File: config.mk
export PLATFORM = sky130hd
export DESIGN_NAME = base64_line_wrapped_encoder
export DESIGN_NICKNAME = d
export VERILOG_FILES = /design/src/rtl/core/b64le_pkg.sv /design/src/rtl/core/b64le_front.sv /design/src/rtl/core/b64le_queue.sv /design/src/rtl/core/b64le_back.sv /design/src/rtl/core/base64_line_wrapped_encoder.sv
export SDC_FILE = /design/constraint.sdc
export NUM_CORES = 1
export LEC_CHECK = 0
export ABC_AREA = 1
export BUFFER_PORTS_ARGS = -buffer_cell sky130_fd_sc_hd__buf_2
export CORE_ASPECT_RATIO = 0.9
export CORE_MARGIN = 2
export CORE_UTILIZATION = 35
export CTS_CLUSTER_DIAMETER = 80
export DETAILED_ROUTE_END_ITERATION = 16
export PLACE_DENSITY = 0.51
export SLEW_MARGIN = 20
export SYNTH_ARGS = -nofsm -noshare
export SYNTH_HDL_FRONTEND = slang
export SYNTH_SLANG_ARGS = --single-unit
File: constraint.sdc
create_clock -name clock -period 3.2 [get_ports clock]
set_input_delay 0.96 -clock clock [delete_from_list [all_inputs] [get_ports clock]]
set_output_delay 0.96 -clock clock [all_outputs]
set_load 0.01 [all_outputs]
File: src/rtl/core/b64le_pkg.sv
// Shared types, character constants and the symbol function of the Base64 line-wrapping encoder.
`default_nettype none

package b64le_pkg;

   localparam logic [7:0] CHAR_PAD = 8'h3D;
   localparam logic [7:0] CHAR_CR  = 8'h0D;
   localparam logic [7:0] CHAR_LF  = 8'h0A;

   localparam logic [7:0]  GROUPS_RESET  = 8'd19;
   localparam logic [10:0] LINE_STEP     = 11'd4;
   localparam logic [2:0]  LAST_PLAIN    = 3'd3;
   localparam logic [2:0]  LAST_WRAPPED  = 3'd5;
   localparam logic [2:0]  IDX_CR        = 3'd4;

   // One group of four output characters, as the back end needs it.
   typedef struct packed {
      logic [3:0][5:0] sixes;
      logic [1:0]      pad;
      logic            wrap;
   } desc_type;

   function automatic logic [7:0] b64_symbol(input logic [5:0] six);
      logic [7:0] v8;
      logic [7:0] r;
      v8 = {2'b00, six};
      if (six < 6'd26) begin
         r = 8'h41 + v8;
      end else if (six < 6'd52) begin
         r = 8'h61 + v8 - 8'd26;
      end else if (six < 6'd62) begin
         r = 8'h30 + v8 - 8'd52;
      end else if (six == 6'd62) begin
         r = 8'h2B;
      end else begin
         r = 8'h2F;
      end
      return r;
   endfunction

endpackage

`default_nettype wire

File: src/rtl/core/b64le_front.sv
// Front end: gathers bytes into groups, tracks the line length and issues group descriptors.
`default_nettype none

module b64le_front (
   input  wire logic               clock,
   input  wire logic               reset,
   input  wire logic               csr_write_enable,
   input  wire logic [7:0]         csr_write_data,
   input  wire logic               req_push,
   output logic                    req_full,
   input  wire logic [7:0]         req_data_byte,
   input  wire logic               req_final_byte,
   input  wire logic               q_full,
   output logic                    q_push,
   output b64le_pkg::desc_type     q_desc
);
   import b64le_pkg::*;

   logic [7:0]  cfg_ff;
   logic [15:0] pending_ff, pending_in;
   logic [1:0]  cnt_ff, cnt_in;
   logic [10:0] line_ff, line_in;

   logic        accept;
   logic        two_pending;
   logic        emit;
   logic [7:0]  b0, b1, b2;
   logic [1:0]  pad;
   logic [10:0] line_sum;
   logic [10:0] line_limit;
   logic        wrap;

   assign req_full    = q_full;
   assign accept      = req_push && !q_full;
   // A count of three cannot arise; it is read as two.
   assign two_pending = cnt_ff[1];
   assign emit        = two_pending || req_final_byte;

   always_comb begin
      if (cnt_ff == 2'd0) begin
         b0 = req_data_byte;
         b1 = 8'h00;
         b2 = 8'h00;
         pad = 2'd2;
      end else if (!two_pending) begin
         b0 = pending_ff[15:8];
         b1 = req_data_byte;
         b2 = 8'h00;
         pad = 2'd1;
      end else begin
         b0 = pending_ff[15:8];
         b1 = pending_ff[7:0];
         b2 = req_data_byte;
         pad = 2'd0;
      end
   end

   assign line_sum   = line_ff + LINE_STEP;
   assign line_limit = {9'({1'b0, cfg_ff} + 9'd1), 2'b00};
   assign wrap       = !req_final_byte && (line_sum >= line_limit);

   assign q_push         = accept && emit;
   assign q_desc.sixes[0] = b0[7:2];
   assign q_desc.sixes[1] = {b0[1:0], b1[7:4]};
   assign q_desc.sixes[2] = {b1[3:0], b2[7:6]};
   assign q_desc.sixes[3] = b2[5:0];
   assign q_desc.pad      = pad;
   assign q_desc.wrap     = wrap;

   always_comb begin
      pending_in = pending_ff;
      cnt_in     = cnt_ff;
      line_in    = line_ff;
      if (accept) begin
         if (emit) begin
            pending_in = 16'h0000;
            cnt_in     = 2'd0;
            if (req_final_byte || wrap) begin
               line_in = 11'd0;
            end else begin
               line_in = line_sum;
            end
         end else begin
            if (cnt_ff == 2'd0) begin
               pending_in = {req_data_byte, 8'h00};
            end else begin
               pending_in = {pending_ff[15:8], req_data_byte};
            end
            cnt_in = cnt_ff + 2'd1;
         end
      end
   end

   always_ff @(posedge clock) begin
      if (reset) begin
         cfg_ff     <= GROUPS_RESET;
         pending_ff <= 16'h0000;
         cnt_ff     <= 2'd0;
         line_ff    <= 11'd0;
      end else begin
         if (csr_write_enable) begin
            cfg_ff <= csr_write_data;
         end
         pending_ff <= pending_in;
         cnt_ff     <= cnt_in;
         line_ff    <= line_in;
      end
   end

   a_cnt_range: assert property (@(posedge clock) disable iff (reset)
      cnt_ff != 2'd3)
      else $error("pending count reached three");

   a_final_clears: assert property (@(posedge clock) disable iff (reset)
      (accept && req_final_byte) |=> (cnt_ff == 2'd0 && line_ff == 11'd0))
      else $error("final byte did not clear the group and line state");

endmodule

`default_nettype wire

File: src/rtl/core/b64le_queue.sv
// Small register queue of group descriptors between the front and back ends.
`default_nettype none

module b64le_queue #(
   parameter int DEPTH = 4
) (
   input  wire logic                clock,
   input  wire logic                reset,
   input  wire logic                push,
   input  wire b64le_pkg::desc_type push_desc,
   output logic                     full,
   input  wire logic                pop,
   output b64le_pkg::desc_type      pop_desc,
   output logic                     empty
);
   import b64le_pkg::*;

   localparam int PTR_W = (DEPTH > 1) ? $clog2(DEPTH) : 1;
   localparam int CNT_W = $clog2(DEPTH + 1);

   desc_type           mem_ff [DEPTH];
   logic [PTR_W-1:0]   wr_ptr_ff, wr_ptr_in;
   logic [PTR_W-1:0]   rd_ptr_ff, rd_ptr_in;
   logic [CNT_W-1:0]   count_ff, count_in;
   logic               do_push, do_pop;

   assign full     = (count_ff == CNT_W'(DEPTH));
   assign empty    = (count_ff == '0);
   assign do_push  = push && !full;
   assign do_pop   = pop && !empty;
   assign pop_desc = mem_ff[rd_ptr_ff];

   always_comb begin
      wr_ptr_in = wr_ptr_ff;
      rd_ptr_in = rd_ptr_ff;
      count_in  = count_ff;
      if (do_push) begin
         wr_ptr_in = (wr_ptr_ff == PTR_W'(DEPTH - 1)) ? '0 : wr_ptr_ff + 1'b1;
      end
      if (do_pop) begin
         rd_ptr_in = (rd_ptr_ff == PTR_W'(DEPTH - 1)) ? '0 : rd_ptr_ff + 1'b1;
      end
      if (do_push && !do_pop) begin
         count_in = count_ff + 1'b1;
      end else if (do_pop && !do_push) begin
         count_in = count_ff - 1'b1;
      end
   end

   always_ff @(posedge clock) begin
      if (do_push) begin
         mem_ff[wr_ptr_ff] <= push_desc;
      end
   end

   always_ff @(posedge clock) begin
      if (reset) begin
         wr_ptr_ff <= '0;
         rd_ptr_ff <= '0;
         count_ff  <= '0;
      end else begin
         wr_ptr_ff <= wr_ptr_in;
         rd_ptr_ff <= rd_ptr_in;
         count_ff  <= count_in;
      end
   end

   a_count_bound: assert property (@(posedge clock) disable iff (reset)
      count_ff <= CNT_W'(DEPTH))
      else $error("queue count beyond depth");

   a_count_push: assert property (@(posedge clock) disable iff (reset)
      (do_push && !do_pop) |=> (count_ff == $past(count_ff) + 1'b1))
      else $error("queue count did not follow a lone push");

   a_ptr_match: assert property (@(posedge clock) disable iff (reset)
      (empty || full) |-> (wr_ptr_ff == rd_ptr_ff))
      else $error("queue pointers disagree with the count");

endmodule

`default_nettype wire

File: src/rtl/core/b64le_back.sv
// Back end: expands each group descriptor into its characters, with CR LF after a full line.
`default_nettype none

module b64le_back (
   input  wire logic                clock,
   input  wire logic                reset,
   input  wire logic                q_empty,
   input  wire b64le_pkg::desc_type q_desc,
   output logic                     q_pop,
   output logic                     rsp_empty,
   input  wire logic                rsp_pop,
   output logic [7:0]               rsp_out_char,
   output logic                     rsp_run_end
);
   import b64le_pkg::*;

   logic [2:0] idx_ff, idx_in;
   logic       valid_ff;
   logic [7:0] char_ff, char_in;
   logic       end_ff, end_in;

   logic       advance;
   logic [2:0] last_idx;
   logic       at_last;

   assign last_idx = q_desc.wrap ? LAST_WRAPPED : LAST_PLAIN;
   assign at_last  = (idx_ff == last_idx);
   // The output register refills if a group is queued and it is free or taken this cycle.
   assign advance  = !q_empty && (!valid_ff || rsp_pop);
   assign q_pop    = advance && at_last;

   always_comb begin
      if (idx_ff[2]) begin
         char_in = (idx_ff == IDX_CR) ? CHAR_CR : CHAR_LF;
      end else if (({1'b0, idx_ff[1:0]} + {1'b0, q_desc.pad}) >= 3'd4) begin
         char_in = CHAR_PAD;
      end else begin
         char_in = b64_symbol(q_desc.sixes[idx_ff[1:0]]);
      end
      end_in = at_last;
      idx_in = at_last ? 3'd0 : idx_ff + 3'd1;
   end

   always_ff @(posedge clock) begin
      if (reset) begin
         idx_ff   <= 3'd0;
         valid_ff <= 1'b0;
      end else begin
         if (advance) begin
            idx_ff   <= idx_in;
            valid_ff <= 1'b1;
         end else if (rsp_pop) begin
            valid_ff <= 1'b0;
         end
      end
   end

   always_ff @(posedge clock) begin
      if (advance) begin
         char_ff <= char_in;
         end_ff  <= end_in;
      end
   end

   assign rsp_empty    = !valid_ff;
   assign rsp_out_char = char_ff;
   assign rsp_run_end  = end_ff;

   a_idx_range: assert property (@(posedge clock) disable iff (reset)
      idx_ff <= LAST_WRAPPED)
      else $error("character index out of range");

   a_wrap_only: assert property (@(posedge clock) disable iff (reset)
      (idx_ff > LAST_PLAIN) |-> (!q_empty && q_desc.wrap))
      else $error("line break characters without a wrapped group");

endmodule

`default_nettype wire

File: src/rtl/core/base64_line_wrapped_encoder.sv
// Top level of the streaming Base64 encoder with line wrapping.
//
//  channel  direction  handshake             payload
//  req      in         req_push / req_full   req_data_byte, req_final_byte
//  rsp      out        rsp_pop / rsp_empty   rsp_out_char, rsp_run_end
//  csr      in         csr_write_enable      csr_write_data
//
// The back end sends one character per cycle while the result side takes them, four per group
// or six when the group ends a line with CR LF.
// The front end takes a byte every cycle while the descriptor queue has room.
// Reset is synchronous; there is no clearing pass.
// A stalled result side holds the output register, and the queue absorbs QUEUE_DEPTH groups.
`default_nettype none

module base64_line_wrapped_encoder #(
   parameter int QUEUE_DEPTH = 4
) (
   input  wire logic       clock,
   input  wire logic       reset,
   input  wire logic       req_push,
   output logic            req_full,
   input  wire logic [7:0] req_data_byte,
   input  wire logic       req_final_byte,
   output logic            rsp_empty,
   input  wire logic       rsp_pop,
   output logic [7:0]      rsp_out_char,
   output logic            rsp_run_end,
   input  wire logic       csr_write_enable,
   input  wire logic [7:0] csr_write_data
);
   import b64le_pkg::*;

   logic     q_push, q_full, q_pop, q_empty;
   desc_type push_desc, head_desc;

   b64le_front u_front (
      .clock            (clock),
      .reset            (reset),
      .csr_write_enable (csr_write_enable),
      .csr_write_data   (csr_write_data),
      .req_push         (req_push),
      .req_full         (req_full),
      .req_data_byte    (req_data_byte),
      .req_final_byte   (req_final_byte),
      .q_full           (q_full),
      .q_push           (q_push),
      .q_desc           (push_desc)
   );

   b64le_queue #(
      .DEPTH (QUEUE_DEPTH)
   ) u_queue (
      .clock     (clock),
      .reset     (reset),
      .push      (q_push),
      .push_desc (push_desc),
      .full      (q_full),
      .pop       (q_pop),
      .pop_desc  (head_desc),
      .empty     (q_empty)
   );

   b64le_back u_back (
      .clock        (clock),
      .reset        (reset),
      .q_empty      (q_empty),
      .q_desc       (head_desc),
      .q_pop        (q_pop),
      .rsp_empty    (rsp_empty),
      .rsp_pop      (rsp_pop),
      .rsp_out_char (rsp_out_char),
      .rsp_run_end  (rsp_run_end)
   );

endmodule

`default_nettype wire
; ---- After elaboration in Yosys (flattened, before gate mapping)
; Memory sizes are Yosys's and may differ from the RTL's. A register that Yosys moved wholly into a read port is not among the register bits.
; Index checks and enable logic that the tools add are counted.
[op_classes]
addsub = 14
n_lt_le_gt_ge = 6
n_eq_ne = 6
n_mux = 32
reduce_logical = 25
[op_table]
columns = operator, n
row1 = 8-bit 2-to-1 mux, 10
row2 = 16-bit 2-to-1 mux, 2
row3 = 3-bit 2-to-1 mux, 6
row4 = "7-bit by 6-bit adder with 8-bit output, first input constant", 2
row5 = 6-bit binary-select mux with 2-bit select, 1
row6 = "6-bit < comparator, second input constant", 2
row7 = 2-bit 2-to-1 mux, 6
row8 = "11-bit by 3-bit adder with 11-bit output, second input constant", 1
row9 = 11-bit greater-or-equal comparator, 1
row10 = 11-bit 2-to-1 mux, 1
row11 = "8-bit by 1-bit adder with 9-bit output, second input constant", 1
row12 = 1-bit logical AND, 9
row13 = "8-bit by 5-bit subtractor with 8-bit output, second input constant", 1
row14 = "8-bit by 6-bit subtractor with 8-bit output, second input constant", 1
row15 = "6-bit by 6-bit adder with 7-bit output, first input constant", 1
row16 = "2-bit by 1-bit adder with 2-bit output, second input constant", 3
row17 = "3-bit by 1-bit adder with 3-bit output, second input constant", 2
row18 = "3-bit equality test, second input constant", 2
row19 = "6-bit equality test, second input constant", 1
row20 = 1-bit zero test, 6
row21 = "6-bit by 5-bit < comparator with 1-bit output, second input constant", 1
row22 = 6-bit 2-to-1 mux, 1
row23 = 2-bit nonzero test, 3
row24 = 1-bit 2-to-1 mux, 5
row25 = 10 further kinds, 14
[totals]
regBits = 57
ram_bits = 108
inputBits = 22
out_inout_bits = 11
wordCells = 96
n_memories = 1
[mem_list]
columns = name, depth, width, rd, rd_clocked_by_memory_dff, write_ports, line
row1 = u_queue.mem_ff, 4, 27, 1, 1, 1, b64le_queue.sv:21  ; desc_type mem_ff [DEPTH];

; ---- Logic depth before layout (Yosys ltp)
[depth]
depth_word = 9
mapped_depth = 21
depth_no_buf = 19

; ---- Modules after synthesis
; From an unflattened synthesis, not the netlist that was laid out.
[unflattened]
cells_unflattened = 834
area_unflattened_um2 = 8087.8
[modules_own_cells]
columns = mod, instances, cells_each, area_per_inst_um2, seq_area_each_um2
row1 = b64le_queue, 1, 332, 4556.9, 3423.3
row2 = b64le_front, 1, 309, 2125.8, 700.7
row3 = b64le_back, 1, 193, 1405.1, 350.3

; ---- Least setup slack after synthesis
; No wires, ideal clock.
[synth_timing]
path_type = input to register
from = input port req_push
to = memory u_queue.mem_ff[2][0] (netlist bit), enable pin
setup_ns = 0.411
t_arrival_ns = 2.767
required_time_ns = 2.789
slack_ns = 0.022
path_stages = 6
path_buffers = 0
cell_sequence = inv_1 nor2_2 inv_1 nor2_1 inv_1 nor2_1
[synth_between]
elab_chain_len = 5
[synth_rtl]
columns = element, line
row1 = "start, declared", base64_line_wrapped_encoder.sv:20  ; input wire logic req_push,
row2 = 1-bit logical AND, b64le_front.sv:34  ; assign accept = req_push && !q_full;
row3 = 1-bit logical AND, b64le_front.sv:62  ; assign q_push = accept && emit;
row4 = 1-bit logical AND, b64le_queue.sv:29  ; assign do_push = push && !full;
row5 = named net u_queue.do_push, b64le_queue.sv:25  ; logic do_push, do_pop;
row6 = 1-bit 2-to-1 mux, b64le_queue.sv:51  ; if (do_push) begin
row7 = 1-bit 2-to-1 mux (implied by the code), b64le_queue.sv:52  ; mem_ff[wr_ptr_ff] <= push_desc;
row8 = "end, declared", b64le_queue.sv:21
; The timed path passes the listed nets, and every way through them passes these cells.

; ---- Worst setup path in the final report
[layout_timing]
from = register u_front.line_ff[2]
to = register u_front.line_ff[5]
[layout_between]
elab_chain_len = 5
[layout_rtl]
columns = element, line
row1 = "start, declared", b64le_front.sv:22  ; logic [10:0] line_ff, line_in;
row2 = "start signal, assigned", b64le_front.sv:106  ; line_ff <= line_in;
row3 = 11-bit by 3-bit adder with 11-bit output (*), b64le_front.sv:58  ; assign line_sum = line_ff + LINE_STEP;
row4 = 11-bit greater-or-equal comparator, b64le_front.sv:60  ; assign wrap = !req_final_byte && (line_sum >= line_limit);
row5 = 1-bit logical AND, b64le_front.sv:60
row6 = 1-bit logical OR, b64le_front.sv:78  ; if (req_final_byte || wrap) begin
row7 = 11-bit 2-to-1 mux (*), b64le_front.sv:78
; Mark *: on every way between the ends. The rest lies on a longest branch, timed or not.
; A chain may end at the register's enable or synchronous reset.

==> results.md <==
- Worst-path maximum fanout: 6
- Slew @ Worst Pin: ~740 ps
- Int Pwr: around 4.6 mW
- R2R Setup Slk: between 400 and 500 ps
- Final Cell Area: a little over 0.009 mm2
- Number of global-route vias before repair: 5597
- Area Overhead vs Synth: 14.5%
- Setup crit start kind: flip-flop
- GP Congestion: approximately 0.85
- Clk Latency, worst-skew pair: about 420 ps
- Max-cap viol count: 0
- Routed vias/inst: about 4.8
- Routed wire per std cell: approximately 16 um
- Setup crit end: u_front.line_ff[5]
- FMAX: about 370 MHz
- First-pass GRT wire length: 30400 um
- Vias: roughly 5800
- Root Buffer: clkbuf_16
- Largest net degree at the start of global routing: roughly 40
- Post-synth EDFFs: 117
- Sequential power share: 37.1%
- Die width: around 160 um
- Mapped Cells: between 800 and 900
- Iter 0 DRT Violations: 449
- Initial antenna violation count: 0
- Max Slew Vio Count: 0
- Rel. slew slack: roughly half
- Synthesized area per cell: ~9 um2
- Die Ht: around 150 um
- Final wirelength: 18800 um
- Peak VDD IR: about 0.41 mV
- RSZ-0062 raised after global routing: false
- Fill cells: 2254
- Setup TNS: 0 ps
- CTS tree: yes
- Sequential area share after synthesis: 56.5%
- R2R cell count: 14
- # resized after CTS: 0
- DRC: 0
- Initial core utilization: between 30 and 40%
- Switch Pwr: about 2.6 mW
- Synth async-reset ratio: 0%
- Antenna cells: 0
- Data arrival, critical path: 3030 ps
- Setup Fix Bufs, Post-CTS: 0
- Top cells by area, synth: edfxtp_1, dfxtp_1, nand2_1
- Rows: 52
- Core area: 0.0224 mm2
- Top FF cell, synth: edfxtp_1
- Hold Crit Class: reg2reg
- Gr ovfl total: 0
- Antenna Nets Post-Route: 0
- Yosys warning count: 0
- Synth Register Bits: 165
- Layout cells sized above 1: ~12%
- Clock Tree Buf Depth: 2
- Number of I/O port buffers: 32
- Fin nets: between 900 and 1000
- Most frequent cell after synthesis: nand2_1
- Crit path required time: 3510 ps
- Synthesized area: roughly 0.008 mm2
- Tot Pwr: 7.21 mW
- Placed cell area: approximately 0.0085 mm2
- Leak pwr: 3.74 nW
- Fin Hold WS: between 400 and 500 ps
- CTS sink count: about 170
- Worst setup path start: u_front.line_ff[2]
- Overall global routing resource usage: 16.6%
- PD cells: ~800 mW/mm2
- Comb power frac: roughly 34%
- Die ar.: 0.0238 mm2
- Mapped Nets: 912
- Final hold violations: 0
- FF-to-FF End: u_front.line_ff[5]
- Element type at the critical path end: flip-flop
- # setup viols final: 0
- Tcrit/Tclk final: 85.1%
- RR Startpoint: u_front.line_ff[2]
- Clock transition at path regs: 60 ps
- Fin crit period: 2720 ps
- Setup CP Type: reg2reg
- Drt first pass iters: 5
- Total CTS buffers: 17
- Post-DP HPWL: around 13000 um
- Yosys top cell by area: edfxtp_1
- Outcome: complete, no violations
- Top cells by count, synth: nand2_1, edfxtp_1, nor2_1, inv_1, nand3_1
- Clock share of power: 28.7%
- Distinct cells, synth: 37
- Switch share: a little over a third
- Top-Level Pins: 33
- # H-tree levels: 4
- Clock Skews: just over 7 ps
- Post-synth top area share: roughly 44%
- CTS Hold Buffers Added: 0
metal layers:
| layer | track usage [%] | routed length, um | vias to the layer above |
|---|---|---|---|
| met5 | 0 | 0 | - |
| met4 | 3.98 | 167 | 0 |
| met3 | 3.19 | 722 | 11 |
| met2 | 25.0 | 8250 | 119 |
| met1 | 24.6 | 9630 | 2684 |
| li1 | - | - | 2943 |
worst min path at each step:
stage | startpoint | to | cells after the start
finish | u_front.pending_ff[8] | u_front.pending_ff[8] | 2
global route | u_front.pending_ff[8] | u_front.pending_ff[8] | 2
CTS | u_front.pending_ff[13] | u_front.pending_ff[13] | 2
detailed placement | u_front.pending_ff[13] | u_front.pending_ff[13] | 2
global placement | u_front.pending_ff[8] | u_front.pending_ff[8] | 2
floorplan | u_front.pending_ff[10] | u_front.pending_ff[10] | 2
cells by family after synthesis:
family	after synthesis	synth area share [%]
and+or+nand+nor	393	21.0
AOI/OAI and AO/OA	121	8.48
buffers and inverters	130	7.03
xor gates and xnor gates	17	1.88
adders and majority gates	32	5.15
DFF	165	56.5
power groups by stage:
stage | combinational, mW | sequential (mW) | clock (mW)
floorplan | 1.73 | 2.74 | 0
global route | 2.80 | 2.70 | 2.21
CTS | 2.46 | 2.68 | 2.10
detailed placement | 2.43 | 2.72 | 0
global placement | 2.45 | 2.72 | 0
finish | 2.46 | 2.68 | 2.07
area by class of cell:
cell class | count | area, um2 | area share [%]
clock buffer | 18 | 429 | 4.73
clock inverter | 14 | 160 | 1.77
inverter | 96 | 360 | 3.97
multi-input combinational | 563 | 2900 | 32.0
sequential | 165 | 4480 | 49.4
tap | 297 | 372 | 4.10
timing repair buffer | 57 | 373 | 4.11
registers in the layout (all words and copies together), names as in the netlist, named ones only:
name                 count
u_queue.count_ff         3
u_back.valid_ff          1
u_front.cnt_ff           2
u_front.cfg_ff           8
u_queue.mem_ff         108
u_back.idx_ff            3
u_front.pending_ff      16
u_queue.wr_ptr_ff        2
u_front.line_ff          9
u_back.rsp_run_end       1
u_back.rsp_out_char      8
u_queue.rd_ptr_ff        2
cells in the final DEF (no fill, tap or decap), drive strengths merged:
| cell | count |
|---|---|
| nand3b | 5 |
| a2111oi | 1 |
| dfxtp | 48 |
| nand4 | 3 |
| or2 | 1 |
| a41oi | 1 |
| nor2 | 102 |
| a31o | 1 |
| buf | 57 |
| xor2 | 13 |
| fa | 1 |
| nand2 | 193 |
| a31oi | 2 |
| o22ai | 3 |
| a21oi | 31 |
| nand3 | 83 |
| edfxtp | 117 |
| a211oi | 9 |
| o211a | 1 |
| nor3 | 4 |
| nor4 | 2 |
| clkinvlp | 5 |
| o21ai | 65 |
| xnor2 | 4 |
| clkbuf | 18 |
| ha | 31 |
| clkinv | 7 |
| inv | 95 |
| o211ai | 7 |
| bufinv | 3 |
metrics by stage:
step	setup WS (ps)	instances	util, %
6_report	478	1210	40.5
5_1_grt	41.9	1210	40.5
4_1_cts	456	1210	40.5
3_5_place_dp	263	1178	37.9
3_3_place_gp	285	1178	37.9
2_1_floorplan	22.1	858	-
worst max-delay path: stages, from the launching register on:
cell and delay, ps:
dfxtp_1 370, inv_1 90, nor4_1 410, nand4_1 170
xnor2_1 190, ha_1 340, inv_1 50, nor3_1 240
nand3b_1 110, nand4_1 100, a41oi_1 60, nand2_1 200
inv_1 110, nand3_1 80, o21ai_0 90
Note: power is estimated with default switching activity, not from simulation.
